[config.mk]
export PLATFORM = sky130hd
export DESIGN_NAME = pid_ema_derivative_controller_top
export DESIGN_NICKNAME = d
export VERILOG_FILES = /design/src/hdl/pedc_pkg.sv /design/src/hdl/pedc_cfg_regs.sv /design/src/hdl/pedc_ctrl.sv /design/src/hdl/pedc_datapath.sv /design/src/hdl/pid_ema_derivative_controller_top.sv
export VERILOG_INCLUDE_DIRS = /design/src /design/src/hdl
export SDC_FILE = /design/constraint.sdc
export NUM_CORES = 2
export LEC_CHECK = 0
export BUFFER_PORTS_ARGS = -buffer_cell sky130_fd_sc_hd__buf_4
export CAP_MARGIN = 10
export CORE_MARGIN = 2
export CORE_UTILIZATION = 66
export DETAILED_ROUTE_END_ITERATION = 16
export MAX_ROUTING_LAYER = met4
export PLACE_DENSITY = 0.89
export SKIP_LAST_GASP = 1
export SYNTH_ARGS = -nofsm -noshare
export SYNTH_HDL_FRONTEND = slang
export SYNTH_SLANG_ARGS = --single-unit
export TNS_END_PERCENT = 30
[constraint.sdc]
create_clock -name aclk -period 11.3 [get_ports aclk]
set_input_delay 0.565 -clock aclk [delete_from_list [all_inputs] [get_ports aclk]]
set_output_delay 0.565 -clock aclk [all_outputs]
set_load 0.005 [all_outputs]
[src/hdl/pid_ema_derivative_controller_top_assert.svh]
// assertion macros shared by the controller files
// PEDC_ASSERT is quiet while aresetn is low, PEDC_ASSERT_RST also checks in reset
`ifndef PID_EMA_DERIVATIVE_CONTROLLER_TOP_ASSERT_SVH
`define PID_EMA_DERIVATIVE_CONTROLLER_TOP_ASSERT_SVH

`ifndef SYNTHESIS

`define PEDC_ASSERT(label, prop, msg) \
    label: assert property (@(posedge aclk) disable iff (!aresetn) prop) else $error(msg);

`define PEDC_ASSERT_RST(label, prop, msg) \
    label: assert property (@(posedge aclk) prop) else $error(msg);

`else

`define PEDC_ASSERT(label, prop, msg)

`define PEDC_ASSERT_RST(label, prop, msg)

`endif

`endif

[src/hdl/pedc_pkg.sv]
package pedc_pkg;

    // defaults for the top level parameters
    localparam int GAIN_FRAC_BITS_DEF = 12;
    localparam int OUT_LIMIT_DEF      = 127;

    // configuration port
    localparam int CFG_IDX_W  = 3;
    localparam int CFG_DATA_W = 24;

    // field and state widths
    localparam int SAMPLE_W   = 16;
    localparam int ERR_W      = 17;
    localparam int DERR_W     = 18;
    localparam int INTEG_W    = 25;
    localparam int ISUM_W     = 35;
    localparam int FILT_W     = 36;
    localparam int DIFF_W     = 37;
    localparam int GAIN_W     = 24;
    localparam int CAP_W      = 24;
    localparam int WIN_W      = 17;
    localparam int ALPHA_W    = 17;
    localparam int SPLIT_W    = 18;
    localparam int DERIV_FRAC = 16;

    // shared multiplier and accumulator
    localparam int MUL_A_W = 26;
    localparam int MUL_B_W = 25;
    localparam int PROD_W  = MUL_A_W + MUL_B_W;
    localparam int ACC_W   = 64;

    localparam logic [ALPHA_W-1:0] ALPHA_ONE = 17'd65536;

    // non-derivative part beyond this saturates outright
    localparam logic signed [ACC_W-1:0] HUGE_POS = 64'sh0000_4000_0000_0000;
    localparam logic signed [ACC_W-1:0] HUGE_NEG = -64'sh0000_4000_0000_0000;

    // reset values of the registers
    localparam logic [CAP_W-1:0]   CAP_RESET       = 24'd100000;
    localparam logic [WIN_W-1:0]   WIN_INNER_RESET = 17'd0;
    localparam logic [WIN_W-1:0]   WIN_OUTER_RESET = 17'h1FFFF;
    localparam logic [GAIN_W-1:0]  GAIN_RESET      = 24'd0;

    typedef enum logic [CFG_IDX_W-1:0] {
        REG_GAIN_P       = 3'd0,
        REG_GAIN_I       = 3'd1,
        REG_GAIN_D       = 3'd2,
        REG_GAIN_FF      = 3'd3,
        REG_INTEGRAL_CAP = 3'd4,
        REG_WINDOW_INNER = 3'd5,
        REG_WINDOW_OUTER = 3'd6,
        REG_EMA_ALPHA    = 3'd7
    } cfg_index_t;

    typedef struct packed {
        logic [GAIN_W-1:0]  gain_p;
        logic [GAIN_W-1:0]  gain_i;
        logic [GAIN_W-1:0]  gain_d;
        logic [GAIN_W-1:0]  gain_ff;
        logic [CAP_W-1:0]   integral_cap;
        logic [WIN_W-1:0]   window_inner;
        logic [WIN_W-1:0]   window_outer;
        logic [ALPHA_W-1:0] ema_alpha;
    } pedc_cfg_t;

    typedef enum logic [3:0] {
        ST_IDLE,
        ST_EDT,
        ST_XH,
        ST_XL,
        ST_GP,
        ST_GI,
        ST_GFF,
        ST_DL,
        ST_DH,
        ST_DHACC,
        ST_QUOT,
        ST_DONE
    } ctrl_state_t;

    // multiplier operand pairs
    typedef enum logic [2:0] {
        MUL_E_DT,
        MUL_XH_ALPHA,
        MUL_XL_ALPHA,
        MUL_E_GP,
        MUL_I_GI,
        MUL_T_GFF,
        MUL_FL_GD,
        MUL_FH_GD
    } mul_sel_t;

    // what happens to the product registered in the previous cycle
    typedef enum logic [2:0] {
        ACC_HOLD,
        ACC_ISUM,
        ACC_LOAD_HI,
        ACC_ADD,
        ACC_FILT_LOAD,
        ACC_SHIFT_ADD,
        ACC_ADD_HI,
        ACC_QUOT
    } acc_op_t;

    typedef struct packed {
        logic     capture;
        logic     diff_load;
        logic     clamp_load;
        logic     out_load;
        mul_sel_t mul_sel;
        acc_op_t  acc_op;
    } pedc_cmd_t;

    typedef struct packed {
        logic out_free;
    } pedc_status_t;

endpackage

[src/hdl/pedc_cfg_regs.sv]
module pedc_cfg_regs
    import pedc_pkg::*;
(
    input  logic                  aclk,
    input  logic                  aresetn,
    input  logic                  cfg_wr_en,
    input  logic [CFG_IDX_W-1:0]  cfg_index,
    input  logic [CFG_DATA_W-1:0] cfg_wr_data,
    output pedc_cfg_t             cfg
);

    pedc_cfg_t cfg_reg;

    // register file, one write per cycle
    always_ff @(posedge aclk) begin
        if (!aresetn) begin
            cfg_reg.gain_p       <= GAIN_RESET;
            cfg_reg.gain_i       <= GAIN_RESET;
            cfg_reg.gain_d       <= GAIN_RESET;
            cfg_reg.gain_ff      <= GAIN_RESET;
            cfg_reg.integral_cap <= CAP_RESET;
            cfg_reg.window_inner <= WIN_INNER_RESET;
            cfg_reg.window_outer <= WIN_OUTER_RESET;
            cfg_reg.ema_alpha    <= ALPHA_ONE;
        end else if (cfg_wr_en) begin
            unique case (cfg_index_t'(cfg_index))
                REG_GAIN_P:       cfg_reg.gain_p       <= cfg_wr_data[GAIN_W-1:0];
                REG_GAIN_I:       cfg_reg.gain_i       <= cfg_wr_data[GAIN_W-1:0];
                REG_GAIN_D:       cfg_reg.gain_d       <= cfg_wr_data[GAIN_W-1:0];
                REG_GAIN_FF:      cfg_reg.gain_ff      <= cfg_wr_data[GAIN_W-1:0];
                REG_INTEGRAL_CAP: cfg_reg.integral_cap <= cfg_wr_data[CAP_W-1:0];
                REG_WINDOW_INNER: cfg_reg.window_inner <= cfg_wr_data[WIN_W-1:0];
                REG_WINDOW_OUTER: cfg_reg.window_outer <= cfg_wr_data[WIN_W-1:0];
                REG_EMA_ALPHA:    cfg_reg.ema_alpha    <= cfg_wr_data[ALPHA_W-1:0];
            endcase
        end
    end

    assign cfg = cfg_reg;

endmodule

[src/hdl/pedc_ctrl.sv]
`include "pid_ema_derivative_controller_top_assert.svh"

module pedc_ctrl
    import pedc_pkg::*;
(
    input  logic         aclk,
    input  logic         aresetn,
    input  logic         s_valid,
    output logic         s_ready,
    input  pedc_status_t status,
    output pedc_cmd_t    cmd
);

    ctrl_state_t state_reg;
    ctrl_state_t state_next;

    always_ff @(posedge aclk) begin
        if (!aresetn) begin
            state_reg <= ST_IDLE;
        end else begin
            state_reg <= state_next;
        end
    end

    // next state
    always_comb begin
        state_next = state_reg;
        unique case (state_reg)
            ST_IDLE: begin
                if (s_valid) begin
                    state_next = ST_EDT;
                end
            end
            ST_EDT:   state_next = ST_XH;
            ST_XH:    state_next = ST_XL;
            ST_XL:    state_next = ST_GP;
            ST_GP:    state_next = ST_GI;
            ST_GI:    state_next = ST_GFF;
            ST_GFF:   state_next = ST_DL;
            ST_DL:    state_next = ST_DH;
            ST_DH:    state_next = ST_DHACC;
            ST_DHACC: state_next = ST_QUOT;
            ST_QUOT:  state_next = ST_DONE;
            ST_DONE: begin
                if (status.out_free) begin
                    state_next = ST_IDLE;
                end
            end
            default:  state_next = ST_IDLE;
        endcase
    end

    // datapath commands
    always_comb begin
        s_ready        = 1'b0;
        cmd.capture    = 1'b0;
        cmd.diff_load  = 1'b0;
        cmd.clamp_load = 1'b0;
        cmd.out_load   = 1'b0;
        cmd.mul_sel    = MUL_E_DT;
        cmd.acc_op     = ACC_HOLD;
        unique case (state_reg)
            ST_IDLE: begin
                s_ready     = 1'b1;
                cmd.capture = s_valid;
            end
            ST_EDT: begin
                cmd.mul_sel   = MUL_E_DT;
                cmd.diff_load = 1'b1;
            end
            ST_XH: begin
                cmd.mul_sel = MUL_XH_ALPHA;
                cmd.acc_op  = ACC_ISUM;
            end
            ST_XL: begin
                cmd.mul_sel    = MUL_XL_ALPHA;
                cmd.acc_op     = ACC_LOAD_HI;
                cmd.clamp_load = 1'b1;
            end
            ST_GP: begin
                cmd.mul_sel = MUL_E_GP;
                cmd.acc_op  = ACC_ADD;
            end
            ST_GI: begin
                cmd.mul_sel = MUL_I_GI;
                cmd.acc_op  = ACC_FILT_LOAD;
            end
            ST_GFF: begin
                cmd.mul_sel = MUL_T_GFF;
                cmd.acc_op  = ACC_ADD;
            end
            ST_DL: begin
                cmd.mul_sel = MUL_FL_GD;
                cmd.acc_op  = ACC_ADD;
            end
            ST_DH: begin
                cmd.mul_sel = MUL_FH_GD;
                cmd.acc_op  = ACC_SHIFT_ADD;
            end
            ST_DHACC: begin
                cmd.acc_op = ACC_ADD_HI;
            end
            ST_QUOT: begin
                cmd.acc_op = ACC_QUOT;
            end
            ST_DONE: begin
                cmd.out_load = status.out_free;
            end
            default: begin
                cmd.acc_op = ACC_HOLD;
            end
        endcase
    end

    `PEDC_ASSERT(a_accept_starts_step, (s_valid && s_ready) |=> (state_reg == ST_EDT), "accepted word did not start the sequence")
    `PEDC_ASSERT(a_done_waits, (state_reg == ST_DONE && !status.out_free) |=> (state_reg == ST_DONE), "result left while output register was full")
    `PEDC_ASSERT(a_ready_after_done, (state_reg == ST_DONE && status.out_free) |=> s_ready, "input not reopened after result load")

endmodule

[src/hdl/pedc_datapath.sv]
`include "pid_ema_derivative_controller_top_assert.svh"

module pedc_datapath
    import pedc_pkg::*;
#(
    parameter int GAIN_FRAC_BITS = GAIN_FRAC_BITS_DEF,
    parameter int OUT_LIMIT      = OUT_LIMIT_DEF
) (
    input  logic                               aclk,
    input  logic                               aresetn,
    input  pedc_cfg_t                          cfg,
    input  logic signed [SAMPLE_W-1:0]         s_target,
    input  logic signed [SAMPLE_W-1:0]         s_measured,
    input  logic        [SAMPLE_W-1:0]         s_elapsed_ticks,
    input  pedc_cmd_t                          cmd,
    output pedc_status_t                       status,
    output logic                               m_valid,
    input  logic                               m_ready,
    output logic signed [$clog2(OUT_LIMIT+1):0] m_drive,
    output logic                               m_saturated
);

    localparam int DRIVE_W = $clog2(OUT_LIMIT + 1) + 1;
    localparam int SHIFT   = GAIN_FRAC_BITS + DERIV_FRAC;
    localparam int QW      = ACC_W - SHIFT;
    localparam logic signed [QW-1:0]      Q_LIM = QW'(OUT_LIMIT);
    localparam logic signed [DRIVE_W-1:0] D_LIM = DRIVE_W'(OUT_LIMIT);

    // sample registers
    logic signed [SAMPLE_W-1:0] tgt_reg;
    logic signed [ERR_W-1:0]    e_reg;
    logic        [SAMPLE_W-1:0] dt_reg;

    // controller state carried between samples
    logic signed [ERR_W-1:0]    prev_reg;
    logic signed [INTEG_W-1:0]  integ_reg;
    logic signed [FILT_W-1:0]   f_reg;

    // working registers
    logic signed [DIFF_W-1:0]   diff_reg;
    logic signed [DIFF_W-1:0]   diff_next;
    logic signed [ISUM_W-1:0]   isum_reg;
    logic signed [ISUM_W-1:0]   isum_next;
    logic signed [INTEG_W-1:0]  integ_new_reg;
    logic signed [INTEG_W-1:0]  integ_new_next;
    logic signed [PROD_W-1:0]   prod_reg;
    logic signed [ACC_W-1:0]    acc_reg;
    logic signed [ACC_W-1:0]    acc_next;
    logic signed [FILT_W-1:0]   f_next;
    logic signed [QW-1:0]       q_reg;
    logic signed [QW-1:0]       q_next;
    logic                       huge_reg;
    logic                       huge_next;
    logic                       huge_neg_reg;

    // output register
    logic                       m_valid_reg;
    logic signed [DRIVE_W-1:0]  m_drive_reg;
    logic                       m_saturated_reg;
    logic signed [DRIVE_W-1:0]  drive_next;
    logic                       sat_next;

    logic signed [MUL_A_W-1:0]  mul_a;
    logic signed [MUL_B_W-1:0]  mul_b;
    logic        [ALPHA_W-1:0]  alpha_eff;
    logic signed [DERR_W-1:0]   derr;
    logic signed [DIFF_W-1:0]   d_scaled;
    logic signed [ACC_W-1:0]    prod_ext;
    logic signed [ISUM_W-1:0]   cap_pos;
    logic signed [ISUM_W-1:0]   cap_neg;
    logic signed [ISUM_W-1:0]   clamped;
    logic        [ERR_W-1:0]    e_mag;
    logic                       frozen;
    logic signed [DIFF_W-1:0]   f_sum;
    logic                       f_round;
    logic                       q_round;

    // alpha above one acts as one
    assign alpha_eff = (cfg.ema_alpha > ALPHA_ONE) ? ALPHA_ONE : cfg.ema_alpha;

    // derivative with 16 fraction bits, quartered when negative, minus filter state
    always_comb begin
        derr = {e_reg[ERR_W-1], e_reg} - {prev_reg[ERR_W-1], prev_reg};
        if (derr[DERR_W-1]) begin
            d_scaled = {{5{derr[DERR_W-1]}}, derr, 14'b0};
        end else begin
            d_scaled = {{3{derr[DERR_W-1]}}, derr, 16'b0};
        end
        diff_next = d_scaled - {f_reg[FILT_W-1], f_reg};
    end

    // shared multiplier operand select
    always_comb begin
        unique case (cmd.mul_sel)
            MUL_E_DT: begin
                mul_a = {{(MUL_A_W-ERR_W){e_reg[ERR_W-1]}}, e_reg};
                mul_b = {{(MUL_B_W-SAMPLE_W){1'b0}}, dt_reg};
            end
            MUL_XH_ALPHA: begin
                mul_a = {{(MUL_A_W-DIFF_W+SPLIT_W){diff_reg[DIFF_W-1]}},
                         diff_reg[DIFF_W-1:SPLIT_W]};
                mul_b = {{(MUL_B_W-ALPHA_W){1'b0}}, alpha_eff};
            end
            MUL_XL_ALPHA: begin
                mul_a = {{(MUL_A_W-SPLIT_W){1'b0}}, diff_reg[SPLIT_W-1:0]};
                mul_b = {{(MUL_B_W-ALPHA_W){1'b0}}, alpha_eff};
            end
            MUL_E_GP: begin
                mul_a = {{(MUL_A_W-ERR_W){e_reg[ERR_W-1]}}, e_reg};
                mul_b = {cfg.gain_p[GAIN_W-1], cfg.gain_p};
            end
            MUL_I_GI: begin
                mul_a = {integ_new_reg[INTEG_W-1], integ_new_reg};
                mul_b = {cfg.gain_i[GAIN_W-1], cfg.gain_i};
            end
            MUL_T_GFF: begin
                mul_a = {{(MUL_A_W-SAMPLE_W){tgt_reg[SAMPLE_W-1]}}, tgt_reg};
                mul_b = {cfg.gain_ff[GAIN_W-1], cfg.gain_ff};
            end
            MUL_FL_GD: begin
                mul_a = {{(MUL_A_W-SPLIT_W){1'b0}}, f_reg[SPLIT_W-1:0]};
                mul_b = {cfg.gain_d[GAIN_W-1], cfg.gain_d};
            end
            MUL_FH_GD: begin
                mul_a = {{(MUL_A_W-FILT_W+SPLIT_W){f_reg[FILT_W-1]}},
                         f_reg[FILT_W-1:SPLIT_W]};
                mul_b = {cfg.gain_d[GAIN_W-1], cfg.gain_d};
            end
            default: begin
                mul_a = '0;
                mul_b = '0;
            end
        endcase
    end

    assign prod_ext = {{(ACC_W-PROD_W){prod_reg[PROD_W-1]}}, prod_reg};

    // integral sum, clamp and freeze windows
    always_comb begin
        isum_next = {{(ISUM_W-INTEG_W){integ_reg[INTEG_W-1]}}, integ_reg}
                  + prod_reg[ISUM_W-1:0];
        cap_pos   = {{(ISUM_W-CAP_W){1'b0}}, cfg.integral_cap};
        cap_neg   = -cap_pos;
        priority if (isum_reg > cap_pos) begin
            clamped = cap_pos;
        end else if (isum_reg < cap_neg) begin
            clamped = cap_neg;
        end else begin
            clamped = isum_reg;
        end
        e_mag  = e_reg[ERR_W-1] ? ERR_W'(-e_reg) : ERR_W'(e_reg);
        frozen = (e_mag < cfg.window_inner) || (e_mag > cfg.window_outer);
        integ_new_next = frozen ? integ_reg : clamped[INTEG_W-1:0];
    end

    // filter step: alpha*(d-f)/65536 toward zero, added to the filter state
    always_comb begin
        f_round = acc_reg[ACC_W-1] && (acc_reg[DERIV_FRAC-1:0] != '0);
        f_sum   = {f_reg[FILT_W-1], f_reg} + acc_reg[DIFF_W+DERIV_FRAC-1:DERIV_FRAC]
                + {{(DIFF_W-1){1'b0}}, f_round};
        f_next  = f_sum[FILT_W-1:0];
    end

    // final scaling toward zero and the huge check on the non-derivative part
    always_comb begin
        q_round   = acc_reg[ACC_W-1] && (acc_reg[SHIFT-1:0] != '0);
        q_next    = $signed(acc_reg[ACC_W-1:SHIFT]) + $signed({{(QW-1){1'b0}}, q_round});
        huge_next = (acc_reg > HUGE_POS) || (acc_reg < HUGE_NEG);
    end

    // accumulator
    always_comb begin
        acc_next = acc_reg;
        unique case (cmd.acc_op)
            ACC_HOLD:      acc_next = acc_reg;
            ACC_ISUM:      acc_next = acc_reg;
            ACC_LOAD_HI:   acc_next = prod_ext <<< SPLIT_W;
            ACC_ADD:       acc_next = acc_reg + prod_ext;
            ACC_FILT_LOAD: acc_next = prod_ext;
            ACC_SHIFT_ADD: acc_next = (acc_reg <<< DERIV_FRAC) + prod_ext;
            ACC_ADD_HI:    acc_next = acc_reg + (prod_ext <<< SPLIT_W);
            ACC_QUOT:      acc_next = acc_reg;
            default:       acc_next = acc_reg;
        endcase
    end

    // saturation of the command
    always_comb begin
        priority if (huge_reg) begin
            drive_next = huge_neg_reg ? -D_LIM : D_LIM;
            sat_next   = 1'b1;
        end else if (q_reg > Q_LIM) begin
            drive_next = D_LIM;
            sat_next   = 1'b1;
        end else if (q_reg < -Q_LIM) begin
            drive_next = -D_LIM;
            sat_next   = 1'b1;
        end else begin
            drive_next = q_reg[DRIVE_W-1:0];
            sat_next   = 1'b0;
        end
    end

    // working registers, no reset needed
    always_ff @(posedge aclk) begin
        if (cmd.capture) begin
            tgt_reg <= s_target;
            dt_reg  <= s_elapsed_ticks;
            e_reg   <= {s_target[SAMPLE_W-1], s_target} - {s_measured[SAMPLE_W-1], s_measured};
        end
        if (cmd.diff_load) begin
            diff_reg <= diff_next;
        end
        if (cmd.acc_op == ACC_ISUM) begin
            isum_reg <= isum_next;
        end
        if (cmd.clamp_load) begin
            integ_new_reg <= integ_new_next;
        end
        if (cmd.acc_op == ACC_SHIFT_ADD) begin
            huge_reg     <= huge_next;
            huge_neg_reg <= acc_reg[ACC_W-1];
        end
        if (cmd.acc_op == ACC_QUOT) begin
            q_reg <= q_next;
        end
        if (cmd.out_load) begin
            m_drive_reg     <= drive_next;
            m_saturated_reg <= sat_next;
        end
        prod_reg <= mul_a * mul_b;
        acc_reg  <= acc_next;
    end

    // state kept across samples and the output valid
    always_ff @(posedge aclk) begin
        if (!aresetn) begin
            prev_reg    <= '0;
            integ_reg   <= '0;
            f_reg       <= '0;
            m_valid_reg <= 1'b0;
        end else begin
            if (cmd.acc_op == ACC_FILT_LOAD) begin
                f_reg <= f_next;
            end
            if (cmd.out_load) begin
                prev_reg    <= e_reg;
                integ_reg   <= integ_new_reg;
                m_valid_reg <= 1'b1;
            end else if (m_ready) begin
                m_valid_reg <= 1'b0;
            end
        end
    end

    assign status.out_free = !m_valid_reg || m_ready;
    assign m_valid         = m_valid_reg;
    assign m_drive         = m_drive_reg;
    assign m_saturated     = m_saturated_reg;

    `PEDC_ASSERT(a_drive_in_range, m_valid_reg |-> (m_drive_reg <= D_LIM && m_drive_reg >= -D_LIM), "drive outside the output limit")
    `PEDC_ASSERT(a_commit_error, cmd.out_load |=> (prev_reg == $past(e_reg)), "previous error not committed with the result")
    `PEDC_ASSERT_RST(a_reset_clears_valid, !aresetn |=> !m_valid_reg, "output valid survived reset")

endmodule

[src/hdl/pid_ema_derivative_controller_top.sv]
// PID controller with a smoothed derivative and target feed-forward. Each input
// word (target, measured, elapsed_ticks) yields one output word (drive, saturated).
// The result lands in the output register after a sequence of steps from the
// accepting edge: eight products through the one shared 26x25 multiplier into a
// 64-bit accumulator, one last accumulate, one scaling step, and a step to
// saturate and load the result. The sequencer handles one sample at a time, so
// the next sample is taken in the cycle after the result is loaded; no new
// sample is taken before the last one is through. That result may still be
// waiting on m_ready; a stalled output register holds the sequencer in its last
// step. Configuration writes take effect on the next clock edge and are meant
// for idle periods only.
module pid_ema_derivative_controller_top
    import pedc_pkg::*;
#(
    parameter int GAIN_FRAC_BITS = GAIN_FRAC_BITS_DEF,
    parameter int OUT_LIMIT      = OUT_LIMIT_DEF
) (
    input  logic                                aclk,
    input  logic                                aresetn,

    input  logic                                cfg_wr_en,
    input  logic [CFG_IDX_W-1:0]                cfg_index,
    input  logic [CFG_DATA_W-1:0]               cfg_wr_data,

    input  logic                                s_valid,
    output logic                                s_ready,
    input  logic signed [SAMPLE_W-1:0]          s_target,
    input  logic signed [SAMPLE_W-1:0]          s_measured,
    input  logic        [SAMPLE_W-1:0]          s_elapsed_ticks,

    output logic                                m_valid,
    input  logic                                m_ready,
    output logic signed [$clog2(OUT_LIMIT+1):0] m_drive,
    output logic                                m_saturated
);

    pedc_cfg_t    cfg;
    pedc_cmd_t    cmd;
    pedc_status_t status;

    pedc_cfg_regs u_cfg_regs (
        .aclk        (aclk),
        .aresetn     (aresetn),
        .cfg_wr_en   (cfg_wr_en),
        .cfg_index   (cfg_index),
        .cfg_wr_data (cfg_wr_data),
        .cfg         (cfg)
    );

    pedc_ctrl u_ctrl (
        .aclk    (aclk),
        .aresetn (aresetn),
        .s_valid (s_valid),
        .s_ready (s_ready),
        .status  (status),
        .cmd     (cmd)
    );

    pedc_datapath #(
        .GAIN_FRAC_BITS (GAIN_FRAC_BITS),
        .OUT_LIMIT      (OUT_LIMIT)
    ) u_datapath (
        .aclk            (aclk),
        .aresetn         (aresetn),
        .cfg             (cfg),
        .s_target        (s_target),
        .s_measured      (s_measured),
        .s_elapsed_ticks (s_elapsed_ticks),
        .cmd             (cmd),
        .status          (status),
        .m_valid         (m_valid),
        .m_ready         (m_ready),
        .m_drive         (m_drive),
        .m_saturated     (m_saturated)
    );

endmodule

After elaboration in Yosys (flattened, before gate mapping)
Cells that the tools add are included.
W data, S select, Z words.

cells by class
  reductions and logical operators = 28
  equality and inequality tests = 34
  add/subtract/negate cells = 12
  $mul = 1
  magnitude comparators = 9
  muxes and demuxes = 26

operator list
  operator                number
  $pmux W64 S5            1
  $pmux W26 S7            1
  $pmux W25 S6            1
  $add A64 B51 Y64        2
  $mux W25                3
  $add A64 B64 Y64        1
  $gt A64 B48 Y1 const B  1
  $lt A64 B47 Y1 const B  1
  $mul A26 B25 Y51        1
  $pmux W4 S12            1
  $pmux W3 S7             2
  $mux W37                1
  $sub A37 B37 Y37        1
  $add A36 B1 Y36         1
  $add A36 B2 Y36         1
  $add A36 B36 Y36        1
  $eq A3 B3 Y1 const B    12
  $gt A36 B8 Y1 const B   1
  $lt A36 B8 Y1 const B   1
  $add A35 B35 Y35        1
  $gt A35 B25 Y1          1
  $lt A35 B35 Y1          1
  $neg A24 Y35            1
  $mux W17                2
  other kinds (28)        70

storage, ports and cells
  input port bits = 80
  bits in registers = 562
  logic and storage cells = 136

Logic depth before layout (Yosys ltp)
  depth after elaboration = 6
  mapped depth = 39
  gate-level depth less buffers = 34

Hierarchy
From an unflattened synthesis, not the netlist that was laid out.

second synthesis, totals
  cell total of the unflattened synthesis = 7489
  area, all modules = 65188.8 µm²

modules (own cells, without submodules)
  module         cells an instance  area each (µm²)  instances  sequential area each (µm²)
  pedc_datapath  6832               58433.5          1          10319.9
  pedc_cfg_regs  611                6388.6           1          3423.3
  pedc_ctrl      46                 366.6            1          80.1

Least setup slack after synthesis
No wires, ideal clock.

  path kind = reg2reg
  start = register u_ctrl.state_reg[1]
  end = register u_datapath.prod_reg[45]
  buffers on the path = 3
  data arrival time = 9151 ps
  library setup time = 123 ps
  cell stages (with the launch flop) = 34
  path slack = 2025 ps
  clock period less this slack = 9275 ps
  required time = 11177 ps
  cells stage by stage = dfxtp_1 clkbuf_1 nand2_1 nor3_1 clkbuf_1 a22oi_1 nand4_1 o21a_1 clkbuf_1 nand2_1 fa_1 inv_1 fa_1 inv_1 fa_1 fa_1 fa_1 inv_1 fa_1 inv_1 fa_1 inv_1 ha_1 and4_1 nand2_1 a2bb2oi_1 a211oi_1 o21ai_1 o211ai_1 a41oi_1 o21bai_1 a21oi_1 o21bai_1 xor2_1

between the ends
  word-level cells in the longest chain between the ends = 6
  elaborated cells on any way between the ends = 22

RTL lines
  what                                                 RTL line              RTL
  start, declared                                      pedc_ctrl.sv:14       ctrl_state_t state_reg;
  start signal, assigned                               pedc_ctrl.sv:21       state_reg <= state_next;
  $eq A4 B4 Y1, or another cell as far along           pedc_ctrl.sv:62       unique case (state_reg)
  $pmux W3 S7 *                                        pedc_ctrl.sv:62
  $eq A3 B2 Y1, or another cell as far along           pedc_datapath.sv:94   unique case (cmd.mul_sel)
  $reduce_or A2 Y1 (no line)                           --
  $pmux W26 S7 / $pmux W25 S6 (equally long branches)  pedc_datapath.sv:94
  $mul A26 B25 Y51 *                                   pedc_datapath.sv:231  prod_reg <= mul_a * mul_b;
  end signal, assigned                                 pedc_datapath.sv:231
  end, declared                                        pedc_datapath.sv:46   logic signed [PROD_W-1:0] prod_reg;

Mark *: on every way between the ends. The rest lies on a longest branch, timed or not.
A chain may end at the register's enable or synchronous reset.

Worst setup path in the final report
  start = register u_ctrl.state_reg[2]
  end = register u_datapath.prod_reg[50]

Same word-level chain as after synthesis.

==> qor.yml <==
outcome:
  outcome: "finished, violations left"
  violations: "slew limit"
global_route:
  grt_max_degree: 92
  antenna_found_initial: 8
  grt_pass1_vias: 57700
  grt_usage: 0.462
  overflow: 0
  grt_pass1_wl_mm: 335
synth:
  netlist_area_sq_um: 63400
  syn_nets: 8770
  synth_area_leader_cell: "fa_1"
  synth_edf_count: 257
  synthCells: 7501
  syn_avg_cell_area_sq_um: 8.45
  ys_ff_latch: 562
  synth-warning-count: 0
  synth-seq-area-share: 0.218
  synth_ff_type: "dfxtp_1"
  async_reset_ff_frac: 0
  synth_area_leaders: "fa_1 (21%), edfxtp_1 (12%), ha_1 (10%), dfxtp_1 (9.6%), nand2_1 (6.5%)"
  ys_types: 96
  synth_top_cell_area_share: 0.213
setup_path:
  cpPeakStageDelay_ps: 740
  r2r_slack_ps: 450
  cp-end-kind: "register"
  cp.arrival_ps: 11370
  crit_type: "register to register"
  r2r_end: "u_datapath.prod_reg[50]"
  r2r-start: "u_ctrl.state_reg[2]"
  cp.required_ps: 11820
  cp_max_fo: 17
  start_kind: "register"
  r2r_cells: 30
  crit_path_frequent_cell: "fa_1"
  slowest_stage: "fa_1"
cells_and_area:
  nNetsFinal: 8726
  drive_gt1_frac: 0.0577
  area_growth_pct: 7.00
  mostFrequentLayoutCell: "nand2_1"
  mostFrequentLayoutCells: "nand2_1 (1091), inv_1 (1017), fa_1 (673)"
  largest_reg_flops: 171
  utilization: 0.713
die:
  io_pins: 91
  fp.coreArea_sq_um: 95200
  die_area_sq_um: 98500
  die_h_um: 314
  rows: 113
  start_util: 0.666
  die_w_um: 314
drt:
  wirelength_mm: 221
  drt_iter0_drc: 8391
  wl_per_cell_um: 25.1
  routed_via_density: 6.60
  vias: 57900
  drtAntennaViolNets: 0
  route.detailed.drc: 0
  drt-pass1-iter-count: 12
timing:
  rsz0062_at_grt: "false"
  relSlewSlack: -0.00653
  tightestPinTransition_ps: 1510
  fin_setup_tns_ps: 0
  finalHoldViolCount: 0
  fin_crit_sh: 0.960
  fin_skew_ps: 36.4
  finalCriticalPeriod_ps: 10850
  finalSetupViolations: 0
  slew_violations: 1
  fmax_mhz: 92.1
hold_path:
  hold_end: "u_datapath.dt_reg[12]"
  holdPathStages: 1
  min-delay-start: "s_elapsed_ticks[12]"
  holdCritPathClass: "input pin to register"
clock_network:
  hold_buffers: 0
  cts_buffers: 66
  cts_max_level: 3
  cts.sinks: 562
  cts_tree: "done"
  clkLatencyLatePin_ps: 660
  cts_root_buf: "clkbuf_16"
  postCtsResizedCells: 0
  post_cts_buffers: 0
  clk_path_buf_depth: 3
  clkSlewWorstSetupHoldPaths_ps: 80
placement:
  portBuffers: 90
  dp_hpwl_mm: 171
  gp_congestion: 1.10
flow_run:
  maxCapViolations: 0
[synth_stat cells (16+ instances only)]
cell / count
edfxtp_1: 257
a21o_1: 204
buf_2: 21
or2_2: 21
ha_1: 516
dfxtp_1: 305
o21ai_0: 197
a22oi_1: 45
buf_1: 16
fa_1: 673
and3_1: 38
and2_1: 20
clkbuf_1: 286
o21ai_1: 105
nor4_1: 44
nand3_1: 88
nor2_1: 617
nand2_1: 1091
mux2i_1: 18
nand2b_1: 52
o211ai_1: 40
xnor2_1: 263
inv_1: 1017
nor2b_1: 57
nand4_1: 124
xor2_1: 109
a21oi_1: 597
clkbuf_2: 17
and4_1: 18
a222oi_1: 41
o221ai_1: 18
a211oi_1: 45
mux2_2: 20
a31oi_1: 32
o21bai_1: 62
a221oi_1: 39
or3_1: 19
o21a_1: 76
nor3_1: 76
[per-stage QoR]
stage	std cells	hold WS (ps)	worst slack [ps]	instance area (sq um)
CTS	8773	57.5	792	67800
global placement	8652	441	1090	65500
detailed placement	8652	447	860	65500
finish	8784	69.0	447	67800
global route	8783	68.1	105	67800
floorplan	7501	424	2030	63400
[critical path: cells and delay by family, from the launching register on]
family / cells / cell delay, ps
buf+inv: 5 / 780
xor+xnor: 1 / 80
flops: 1 / 680
simple gates: 4 / 1240
fa+ha+maj: 8 / 4370
compound gates: 12 / 3520
[final cells by class]
type | instances | area, sq um
Multi-Input combinational cell | 5579 | 44500
Fill cell | 7097 | 27300
Sequential cell | 562 | 13800
Inverter | 1020 | 3830
Clock buffer | 93 | 1950
Timing Repair Buffer | 228 | 1730
Tap cell | 1265 | 1580
Clock inverter | 28 | 330
Antenna cell | 9 | 22.5
[worst max-delay path by stage]
stage	startpoint	end	slack, ps
CTS	u_ctrl.state_reg[2]	u_datapath.prod_reg[50]	790
global placement	u_ctrl.state_reg[2]	u_datapath.prod_reg[50]	1090
finish	u_ctrl.state_reg[2]	u_datapath.prod_reg[50]	450
global route	u_ctrl.state_reg[2]	u_datapath.prod_reg[50]	110
floorplan	u_ctrl.state_reg[1]	u_datapath.prod_reg[45]	2030
detailed placement	u_ctrl.state_reg[2]	u_datapath.prod_reg[50]	860
[per-layer routing]
layer	vias to the layer above	global-route usage	routed length [um]
met4	0	0.334	20600
met1	27300	0.556	75500
li1	25100	-	-
met5	-	-	0
met2	4346	0.654	91200
met3	1230	0.147	33500
[logic make-up (layout without fill, tap and decap cells)]
kind of cell,count (synthesis),count (layout),synth area share
adder cells (fa/ha/maj),1189,1189,0.314
XOR/XNOR,373,373,0.0517
AND/OR/NAND/NOR,2311,2311,0.160
other,0,9,0
buffers and inverters,1360,1369,0.0813
flip-flops,562,562,0.218
AO/OA/AOI/OAI,1664,1664,0.168
multiplexers,42,42,0.00711
Power is left out: the tool's default activity adds up to more than one toggle a clock period on the data nets, which glitch-free logic cannot reach.
